[config.mk]
export PLATFORM = sky130hd
export DESIGN_NAME = cookie_date_parser_core
export DESIGN_NICKNAME = d
export VERILOG_FILES = /design/src/cdp_pkg.sv /design/src/cdp_front.sv /design/src/cdp_queue.sv /design/src/cdp_back.sv /design/src/cookie_date_parser_core.sv
export SDC_FILE = /design/constraint.sdc
export NUM_CORES = 2
export LEC_CHECK = 0
export BUFFER_PORTS_ARGS = -buffer_cell sky130_fd_sc_hd__buf_2
export CORE_ASPECT_RATIO = 0.7
export CORE_MARGIN = 2
export CORE_UTILIZATION = 69
export CTS_BUF_LIST = sky130_fd_sc_hd__clkbuf_4 sky130_fd_sc_hd__clkbuf_8 sky130_fd_sc_hd__clkbuf_16
export DETAILED_ROUTE_END_ITERATION = 8
export PLACE_DENSITY = 0.87
export SLEW_MARGIN = 20
export SYNTH_ARGS = -nofsm -noshare
export SYNTH_HDL_FRONTEND = slang
export SYNTH_SLANG_ARGS = --single-unit
[constraint.sdc]
create_clock -name clk -period 26.5 [get_ports clk]
set_clock_uncertainty 0.05 [all_clocks]
set_input_delay 3.975 -clock clk [delete_from_list [all_inputs] [get_ports clk]]
set_output_delay 3.975 -clock clk [all_outputs]
set_load 0.05 [all_outputs]
[src/cdp_pkg.sv]
// shared types, constants and helpers of the cookie date parser
package cdp_pkg;

	localparam int QueueDepth = 4;

	typedef struct packed {
		logic        command;
		logic [7:0]  char_byte;
		logic [62:0] now_seconds;
	} in_word_t;

	typedef struct packed {
		logic        date_valid;
		logic [37:0] expiry_seconds;
	} out_word_t;

	// one finished value handed from the front to the back
	typedef struct packed {
		logic        ok;
		logic [13:0] year;
		logic [3:0]  month;
		logic [6:0]  day;
		logic [6:0]  hour;
		logic [6:0]  minute;
		logic [6:0]  second;
		logic [62:0] now;
	} date_job_t;

	function automatic logic is_delim(input logic [7:0] c);
		return c == 8'h09 || (c >= 8'h20 && c <= 8'h2f) || (c >= 8'h3b && c <= 8'h40) ||
			(c >= 8'h5b && c <= 8'h60) || (c >= 8'h7b && c <= 8'h7e);
	endfunction

	function automatic logic [3:0] month_of(input logic [23:0] p);
		case (p)
			"jan": return 4'd1;
			"feb": return 4'd2;
			"mar": return 4'd3;
			"apr": return 4'd4;
			"may": return 4'd5;
			"jun": return 4'd6;
			"jul": return 4'd7;
			"aug": return 4'd8;
			"sep": return 4'd9;
			"oct": return 4'd10;
			"nov": return 4'd11;
			"dec": return 4'd12;
			default: return 4'd0;
		endcase
	endfunction

endpackage

[src/cdp_front.sv]
// per-byte tokeniser and classifier of the date parts
module cdp_front (
	input  logic               clk,
	input  logic               arst_n,
	input  logic               valid,
	input  cdp_pkg::in_word_t  word,
	output logic               job_valid,
	output cdp_pkg::date_job_t job
);
	import cdp_pkg::*;

	logic [2:0]  len_q;
	logic        alld_q;
	logic [13:0] num_q;
	logic [23:0] pre_q;
	logic [1:0]  colons_q;
	logic [1:0]  digits_q;
	logic        bad_q;
	logic [6:0]  tf_q [3];
	logic [3:0]  found_q;
	logic [6:0]  clk_q [3];
	logic [6:0]  day_q;
	logic [3:0]  mon_q;
	logic [13:0] year_q;

	logic [7:0] c;
	logic       digit, delim, fin;
	logic [3:0] d, mfound;
	logic       take_time, take_day, take_mon, take_year;
	logic [3:0] found_n;
	logic [6:0] clk_n [3];
	logic [6:0] day_n;
	logic [3:0] mon_n;
	logic [13:0] year_n;

	assign c     = word.char_byte;
	assign digit = c >= 8'h30 && c <= 8'h39;
	assign d     = 4'(c - 8'h30);
	assign delim = is_delim(c);
	assign fin   = valid && (word.command || delim);
	assign mfound = (len_q >= 3'd3) ? month_of(pre_q) : 4'd0;

	// token classification in priority order
	always_comb begin
		take_time = 1'b0; take_day = 1'b0; take_mon = 1'b0; take_year = 1'b0;
		if (len_q != 3'd0) begin
			if (!found_q[0] && !bad_q && colons_q == 2'd2 && digits_q != 2'd0)
				take_time = 1'b1;
			else if (!found_q[1] && alld_q && len_q <= 3'd2)
				take_day = 1'b1;
			else if (!found_q[2] && mfound != 4'd0)
				take_mon = 1'b1;
			else if (!found_q[3] && alld_q && len_q >= 3'd2 && len_q <= 3'd4)
				take_year = 1'b1;
		end
		found_n = found_q | {take_year, take_mon, take_day, take_time};
		for (int i = 0; i < 3; i++) clk_n[i] = take_time ? tf_q[i] : clk_q[i];
		day_n  = take_day ? num_q[6:0] : day_q;
		mon_n  = take_mon ? mfound : mon_q;
		year_n = take_year ? num_q : year_q;
	end

	// hand the collected parts on at the end word
	always_comb begin
		job_valid  = valid && word.command;
		job.ok     = found_n == 4'hf;
		job.year   = year_n;
		job.month  = mon_n;
		job.day    = day_n;
		job.hour   = clk_n[0];
		job.minute = clk_n[1];
		job.second = clk_n[2];
		job.now    = word.now_seconds;
	end

	// token and part state
	always_ff @(posedge clk or negedge arst_n) begin
		if (!arst_n) begin
			len_q <= '0; alld_q <= 1'b1; num_q <= '0; pre_q <= '0;
			colons_q <= '0; digits_q <= '0; bad_q <= 1'b0;
			found_q <= '0; day_q <= '0; mon_q <= '0; year_q <= '0;
			for (int i = 0; i < 3; i++) begin tf_q[i] <= '0; clk_q[i] <= '0; end
		end else if (valid) begin
			if (fin) begin
				len_q <= '0; alld_q <= 1'b1; num_q <= '0; pre_q <= '0;
				colons_q <= '0; digits_q <= '0; bad_q <= 1'b0;
				for (int i = 0; i < 3; i++) tf_q[i] <= '0;
				if (word.command) begin
					found_q <= '0; day_q <= '0; mon_q <= '0; year_q <= '0;
					for (int i = 0; i < 3; i++) clk_q[i] <= '0;
				end else begin
					found_q <= found_n; day_q <= day_n; mon_q <= mon_n; year_q <= year_n;
					for (int i = 0; i < 3; i++) clk_q[i] <= clk_n[i];
				end
			end else begin
				if (len_q < 3'd3)
					pre_q[5'(16 - 8 * len_q) +: 8] <= (c >= 8'h41 && c <= 8'h5a) ?
						c + 8'h20 : c;
				if (digit) begin
					if (alld_q && len_q < 3'd4)
						num_q <= 14'(num_q * 14'd10 + 14'(d));
					if (digits_q >= 2'd2) bad_q <= 1'b1;
					else begin
						digits_q <= digits_q + 2'd1;
						if (colons_q <= 2'd2)
							tf_q[colons_q] <= 7'(tf_q[colons_q] * 7'd10 + 7'(d));
					end
				end else begin
					alld_q <= 1'b0;
					if (c == 8'h3a) begin
						if (digits_q == 2'd0 || colons_q >= 2'd2) bad_q <= 1'b1;
						if (colons_q < 2'd3) colons_q <= colons_q + 2'd1;
						digits_q <= '0;
					end else bad_q <= 1'b1;
				end
				if (len_q < 3'd5) len_q <= len_q + 3'd1;
			end
		end
	end

endmodule

[src/cdp_queue.sv]
// short queue between front and back
module cdp_queue #(
	parameter int Depth = cdp_pkg::QueueDepth
) (
	input  logic               clk,
	input  logic               arst_n,
	input  logic               push,
	input  cdp_pkg::date_job_t wdata,
	output logic               full,
	output logic               empty,
	input  logic               pop,
	output cdp_pkg::date_job_t rdata
);
	import cdp_pkg::*;
	localparam int AW = (Depth > 1) ? $clog2(Depth) : 1;

	date_job_t       mem_q [Depth];
	logic [AW-1:0]   wp_q, rp_q;
	logic [AW:0]     cnt_q;

	assign full  = cnt_q == (AW+1)'(Depth);
	assign empty = cnt_q == '0;
	assign rdata = mem_q[rp_q];

	// storage
	always_ff @(posedge clk) begin
		if (push && !full) mem_q[wp_q] <= wdata;
	end

	// pointers and fill count
	always_ff @(posedge clk or negedge arst_n) begin
		if (!arst_n) begin
			wp_q <= '0; rp_q <= '0; cnt_q <= '0;
		end else begin
			if (push && !full)
				wp_q <= (wp_q == AW'(Depth - 1)) ? '0 : wp_q + 1'b1;
			if (pop && !empty)
				rp_q <= (rp_q == AW'(Depth - 1)) ? '0 : rp_q + 1'b1;
			cnt_q <= cnt_q + (AW+1)'(push && !full) - (AW+1)'(pop && !empty);
		end
	end

endmodule

[src/cdp_back.sv]
// range checks and epoch arithmetic, three stages into an output register
module cdp_back (
	input  logic                clk,
	input  logic                arst_n,
	input  logic                job_empty,
	input  cdp_pkg::date_job_t  job,
	output logic                job_pop,
	output logic                empty,
	input  logic                pop,
	output cdp_pkg::out_word_t  result
);
	import cdp_pkg::*;

	logic        v_s1, v_s2, v_s3, v_q;
	logic        adv1, adv2, adv3, adv_o;

	// stage 1: year fold, field checks, hundreds of the year, day of year
	logic        ok_s1;
	logic [13:0] yf_s1, y_s1;
	logic [6:0]  yfh_s1, yh_s1;
	logic [3:0]  mon_s1;
	logic [6:0]  day_s1;
	logic [8:0]  doy_s1;
	logic [16:0] tod_s1;
	logic [62:0] now_s1;
	logic [13:0] yf, y;
	logic        ok1;
	logic [8:0]  mstart;
	logic [26:0] yf_mul, y_mul;

	always_comb begin
		if (job.year >= 14'd70 && job.year <= 14'd99) yf = job.year + 14'd1900;
		else if (job.year <= 14'd69) yf = job.year + 14'd2000;
		else yf = job.year;
		y = yf - ((job.month <= 4'd2) ? 14'd1 : 14'd0);
		ok1 = job.ok && yf >= 14'd1601 && job.day >= 7'd1 &&
			job.hour <= 7'd23 && job.minute <= 7'd59 && job.second <= 7'd59 &&
			job.month >= 4'd1 && job.month <= 4'd12;
		// days before the month, with the year starting in march
		case (job.month)
			4'd3:  mstart = 9'd0;
			4'd4:  mstart = 9'd31;
			4'd5:  mstart = 9'd61;
			4'd6:  mstart = 9'd92;
			4'd7:  mstart = 9'd122;
			4'd8:  mstart = 9'd153;
			4'd9:  mstart = 9'd184;
			4'd10: mstart = 9'd214;
			4'd11: mstart = 9'd245;
			4'd12: mstart = 9'd275;
			4'd1:  mstart = 9'd306;
			4'd2:  mstart = 9'd337;
			default: mstart = 9'd0;
		endcase
		// hundreds by reciprocal multiplication, exact for four-digit years
		yf_mul = 27'(yf) * 27'd5243;
		y_mul  = 27'(y) * 27'd5243;
	end

	// stage 2: leap year, month length, day of era
	logic        ok_s2;
	logic [4:0]  era_s2;
	logic [17:0] doe_s2;
	logic [16:0] tod_s2;
	logic [62:0] now_s2;
	logic        leap, ok2;
	logic [4:0]  dim;
	logic [4:0]  era;
	logic [8:0]  yoe;
	logic [14:0] yoe_mul;
	logic [17:0] doe;

	always_comb begin
		// a century is a leap year only when its hundreds divide by four
		leap = (yf_s1[1:0] == 2'b00) &&
			((yf_s1 != 14'(yfh_s1) * 14'd100) || (yfh_s1[1:0] == 2'b00));
		case (mon_s1)
			4'd2: dim = leap ? 5'd29 : 5'd28;
			4'd4, 4'd6, 4'd9, 4'd11: dim = 5'd30;
			default: dim = 5'd31;
		endcase
		ok2 = ok_s1 && day_s1 <= {2'b00, dim};
		era = yh_s1[6:2];
		yoe = 9'(y_s1 - 14'(era) * 14'd400);
		yoe_mul = 15'(yoe) * 15'd41;
		doe = 18'(yoe) * 18'd365 + 18'(yoe[8:2]) - 18'(yoe_mul[14:12]) + 18'(doy_s1);
	end

	// stage 3: seconds
	logic        ok_s3;
	logic [38:0] stamp_s3;
	logic [62:0] now_s3;
	logic [22:0] days;
	assign days = 23'(era_s2) * 23'd146097 + 23'(doe_s2) - 23'd719468;

	assign adv_o = !v_q || pop;
	assign adv3  = !v_s3 || adv_o;
	assign adv2  = !v_s2 || adv3;
	assign adv1  = !v_s1 || adv2;
	assign job_pop = adv1 && !job_empty;
	assign empty = !v_q;

	// valid flags of the stages
	always_ff @(posedge clk or negedge arst_n) begin
		if (!arst_n) begin
			v_s1 <= 1'b0; v_s2 <= 1'b0; v_s3 <= 1'b0; v_q <= 1'b0;
		end else begin
			if (adv1) v_s1 <= !job_empty;
			if (adv2) v_s2 <= v_s1;
			if (adv3) v_s3 <= v_s2;
			if (adv_o) v_q <= v_s3;
		end
	end

	// stage payloads
	always_ff @(posedge clk) begin
		if (adv1) begin
			ok_s1  <= ok1;
			yf_s1  <= yf;
			y_s1   <= y;
			yfh_s1 <= yf_mul[25:19];
			yh_s1  <= y_mul[25:19];
			mon_s1 <= job.month;
			day_s1 <= job.day;
			doy_s1 <= mstart + 9'(job.day) - 9'd1;
			tod_s1 <= 17'(job.hour) * 17'd3600 + 17'(job.minute) * 17'd60 +
				17'(job.second);
			now_s1 <= job.now;
		end
		if (adv2) begin
			ok_s2  <= ok2;
			era_s2 <= era;
			doe_s2 <= doe;
			tod_s2 <= tod_s1;
			now_s2 <= now_s1;
		end
		if (adv3) begin
			ok_s3    <= ok_s2;
			stamp_s3 <= {{16{days[22]}}, days} * 39'd86400 + 39'(tod_s2);
			now_s3   <= now_s2;
		end
		if (adv_o) begin
			result.date_valid <= ok_s3;
			if (!ok_s3) result.expiry_seconds <= '0;
			else if (stamp_s3[38] || {24'd0, stamp_s3} <= now_s3)
				result.expiry_seconds <= 38'd1;
			else result.expiry_seconds <= stamp_s3[37:0];
		end
	end

endmodule

[src/cookie_date_parser_core.sv]
// top level of the cookie date parser
// Takes one word per cycle while full is low (command 0: a character, 1: end of
// value with the current time). Character words give no result; each end word
// gives one result through a three-stage arithmetic path and an output register.
// Front and back are parted by a small queue (QueueDepth entries), so input
// keeps flowing while results wait to be popped; full rises only when the queue
// and back pipeline are all occupied.
module cookie_date_parser_core #(
	parameter int QueueDepth = cdp_pkg::QueueDepth
) (
	input  logic               clk,
	input  logic               arst_n,
	input  logic               push,
	output logic               full,
	input  cdp_pkg::in_word_t  in_word,
	output logic               empty,
	input  logic               pop,
	output cdp_pkg::out_word_t out_word
);
	import cdp_pkg::*;

	logic      job_valid, q_full, q_empty, q_pop;
	date_job_t job_w, job_r;

	assign full = q_full;

	cdp_front u_front (
		.clk, .arst_n, .valid(push && !q_full), .word(in_word),
		.job_valid, .job(job_w)
	);

	cdp_queue #(.Depth(QueueDepth)) u_queue (
		.clk, .arst_n, .push(job_valid), .wdata(job_w), .full(q_full),
		.empty(q_empty), .pop(q_pop), .rdata(job_r)
	);

	cdp_back u_back (
		.clk, .arst_n, .job_empty(q_empty), .job(job_r), .job_pop(q_pop),
		.empty, .pop, .result(out_word)
	);

endmodule

==> run summary <==
The clock drives 951 sinks. Ranked by instance count, the synthesized netlist is headed by 822 x sky130_fd_sc_hd__edfxtp_1, 763 x sky130_fd_sc_hd__inv_1, 690 x sky130_fd_sc_hd__ha_1, 289 x sky130_fd_sc_hd__fa_1, 256 x sky130_fd_sc_hd__nand2_1. The run gives 66500 um as the routed length on met2. Along the worst path, the maximum fanout reaches 20. The logs give 141000 um for the detailed-route wire length and 24.1% for the worst slew margin relative to its limit. After detailed routing, the met3 layer carries 13800 um of wire. In this run the standard cell core region covers 84000 sq um.

In the routed design, unresolved DRC markers number 0. Registers take 27900 sq um. The worst path uses 39.6% of the clock period. The tools report the max-slew violation total from the final report as 0. In the final routed layout, each cell accounts on average for 24.2 um. The height of the chip came out at 247 um.

Of the post-synthesis cell area, the dominant cell type holds 42.4%. Along the worst hold path, the cell count comes to 0. Type of element launching the critical path: a flop.

The slew of the pin with the lowest slew margin was 1.13 ns. The post-route netlist has 10.6% of its cells at a drive strength greater than 1. The run gives 47.9% as the share of synthesized area occupied by flip-flops and latches.

The number of antenna violations at the first check in global routing was 5. Setup repair after global routing left no endpoint under its margin. In the post-synthesis netlist, the cell with the most instances is sky130_fd_sc_hd__edfxtp_1.

The category of the worst setup path capture point is a flop. The shortest clock period the worst path allows after layout is 10.48 ns. Sorting the synthesized cells by area gives the leading types as sky130_fd_sc_hd__edfxtp_1 42%, sky130_fd_sc_hd__ha_1 15%, sky130_fd_sc_hd__fa_1 9.9%. Based on the critical path, the design can be clocked at up to 95.4 MHz. The run gives 0 as the setup-violating endpoint count in the final report. The Yosys step of the flow raised 0 warnings. The most used flip-flop cell after synthesis is sky130_fd_sc_hd__edfxtp_1.

Global routing used 33.3% of the available tracks across all layers. The area growth from synthesis to layout is 8.48%. The later pin in the worst-skew pair is clocked with a latency of 0.71 ns.

The most numerous cell type found on the critical path is sky130_fd_sc_hd__nand2_1. Floorplan row count: 89. After synthesis the netlist holds a flip-flop and latch count of 951.

The die covers 86800 sq um. The largest single stage delay on the critical path is 0.88 ns. In this run the critical register-to-register path is captured at u_back.yh_s1[6]. The run gives 53100 um as the wire length the detailed router placed on met1. The depth of the CTS H-tree is 3, and the number of global-route vias before repair is 38346. Most area-hungry cell type in the Yosys netlist: sky130_fd_sc_hd__edfxtp_1. In the final layout, the multi-input gates occupy 27100 sq um.

The TritonCTS buffer count is 87. The kind of critical path is flop to flop. After synthesis, the share of flip-flops with an asynchronous set or reset is 13.6%. For flop-to-flop paths, the worst setup slack is 16.02 ns. Hold repair after CTS inserted 0 buffers.

Once the clock tree was built, the setup fixing pass inserted 0 buffers. The number of port buffers was 116; the number of DRC markers after the initial detailed-route iteration was 4625. The filler cells instantiated in the layout total 4734. The flow ran to the end, and the final reports show no timing, DRC or antenna violations. Max-cap violations in this run came to 0. The total of cells resized after clock tree synthesis was 0. The first detailed-routing pass took 8 iterations. Number of I/O pins: 117.

Synthesis produced a netlist whose cell count is 4462. The hold path startpoint is u_back.now_s2[30]. The placed wire-length estimate after detailed placement was 91400 um; the number of cells on the worst reg-to-reg path was 32.

Once detail routing completed, the nets flagged for antenna violations numbered 0. Required time of the worst setup path: 26.83 ns. The number of nets in the synthesized netlist is 5517, and the number of vias in the routed layout is 37406. The combined buffer and inverter count along the critical path works out to 2. The cell family contributing the most delay on the critical path is adder cells. After clock tree synthesis, the clock-pin slew on the worst setup and hold paths is 0.07 ns. Once the floorplan was initialized, standard cells occupied 69.4% of the core. Routability-driven placement finished with a final weighted congestion of 0.928. After routing, the total negative slack on setup checks comes to 0 ns. In this run the cell area of the synthesized design comes to 58200 sq um. A synthesized cell averages 13.1 sq um. For the largest net degree at the start of global routing, the log shows 95.

The cell at the root of the clock tree was sky130_fd_sc_hd__clkbuf_16. The first-pass GRT wire length is 221000 um. The run gives 5658 as the number of nets in the final layout. Counting along the longest clock path gives a buffer depth of 3.

TritonCTS built the clock tree. The worst hold path terminates at u_back.now_s3[30]. Routed signal wires occupy layers up through met5. The logs give 105 for the number of distinct standard cells referenced by the synthesized netlist and 0 for the total overflow reported by the global router. In this run, synthesis inferred 822 flip-flops with an integrated enable. Via count normalized by instance count: 6.43.

Cell at the slowest stage of the critical path: sky130_fd_sc_hd__o21ai_1. Startpoint of the worst register-to-register path: u_queue.rp_q[0]. The worst hold path belongs to the class flop to flop. The width of the die works out to 351 um. Data arrives at the worst endpoint at 10.82 ns. The run gives 0 as the number of failing hold endpoints at the final stage.
metrics by stage:
stage / std cells / setup slack, ns / hold WS (ns) / instance area [sq um] / util (%)
after global routing: 5816 / 15.55 / 0.336 / 63200 / 75.2
after CTS: 5813 / 16.12 / 0.336 / 63200 / 75.2
final: 5817 / 16.02 / 0.334 / 63200 / 75.3
after detailed placement: 5651 / 16.52 / 0.355 / 60100 / 71.6
after floorplan: 4462 / 16.08 / 0.350 / 58200 / -
after global placement: 5651 / 16.91 / 0.350 / 60100 / 71.6
how the worst max path moves through the flow:
| stage | cells after the start | end | slack [ns] | from |
|---|---|---|---|---|
| 2_1_floorplan | 10 | u_queue.cnt_q[2] | 16.08 | pop |
| 3_3_place_gp | 33 | u_back.yh_s1[6] | 16.91 | u_queue.rp_q[0] |
| 3_5_place_dp | 32 | u_back.yh_s1[6] | 16.52 | u_queue.rp_q[0] |
| 4_1_cts | 32 | u_back.yh_s1[6] | 16.12 | u_queue.rp_q[0] |
| 5_1_grt | 33 | u_back.yh_s1[6] | 15.55 | u_queue.rp_q[0] |
| 6_report | 32 | u_back.yh_s1[6] | 16.02 | u_queue.rp_q[0] |
logic make-up after synthesis:
group           Yosys count  share of synthesized area [%]
mux                     170                           5.45
simple gates            715                           6.18
compound gates          567                           6.63
xor+xnor                226                           3.46
flops                   951                           47.9
fa+ha+maj               979                           24.8
buf+inv                 854                           5.60
area by class of cell:
| class | instances | area share (%) |
|---|---|---|
| multi-input combinational | 2657 | 43.0 |
| clock buffer | 102 | 3.63 |
| clock inverter | 60 | 1.16 |
| antenna | 4 | 0.0158 |
| timing repair buffer | 141 | 1.25 |
| sequential | 951 | 44.2 |
| tap | 1137 | 2.25 |
| inverter | 765 | 4.54 |
per-layer routing:
metal  up-vias  GRT usage (%)
met5         -              0
met3       613           6.99
met4         4           14.0
met2      2535           53.7
met1     18271           44.4
li1      15983              -
state kept, by name, indices dropped and copies added, names as in the netlist, 24 cells and up:
register	count
u_queue.mem_q	440
u_back.now_s3	63
u_back.result	39
u_back.now_s2	63
u_back.stamp_s3	39
u_back.now_s1	63
u_front.pre_q	24
placed cells by master (no fill, tap or decap), types with 27 or more instances in the layout:
master / instances
sky130_fd_sc_hd__a21oi_1: 137
sky130_fd_sc_hd__edfxtp_1: 822
sky130_fd_sc_hd__ha_1: 690
sky130_fd_sc_hd__dfrtp_1: 126
sky130_fd_sc_hd__nand4_1: 30
sky130_fd_sc_hd__nand3_1: 61
sky130_fd_sc_hd__fa_1: 289
sky130_fd_sc_hd__inv_1: 762
sky130_fd_sc_hd__nand2_1: 255
sky130_fd_sc_hd__mux2i_1: 31
sky130_fd_sc_hd__clkbuf_16: 87
sky130_fd_sc_hd__and3_1: 27
sky130_fd_sc_hd__nor3_1: 38
sky130_fd_sc_hd__xnor2_1: 172
sky130_fd_sc_hd__o21ai_0: 112
sky130_fd_sc_hd__a21o_1: 71
sky130_fd_sc_hd__xor2_1: 49
sky130_fd_sc_hd__a2111oi_0: 42
sky130_fd_sc_hd__nand2b_1: 55
sky130_fd_sc_hd__buf_2: 115
sky130_fd_sc_hd__nor2_1: 112
sky130_fd_sc_hd__mux4_2: 112
worst reg2reg max path: cells and delay by family (launching register included):
| kind | cells | cell delay [ns] |
|---|---|---|
| multiplexers | 2 | 0.84 |
| AO/OA/AOI/OAI | 9 | 3.16 |
| buffers and inverters | 2 | 0.59 |
| flip-flops | 1 | 0.70 |
| XOR/XNOR | 2 | 0.88 |
| adder cells (fa/ha/maj) | 8 | 3.16 |
| AND/OR/NAND/NOR | 9 | 0.81 |
Power is left out: the tool's default activity adds up to more than one toggle a clock period on the data nets, which glitch-free logic cannot reach.
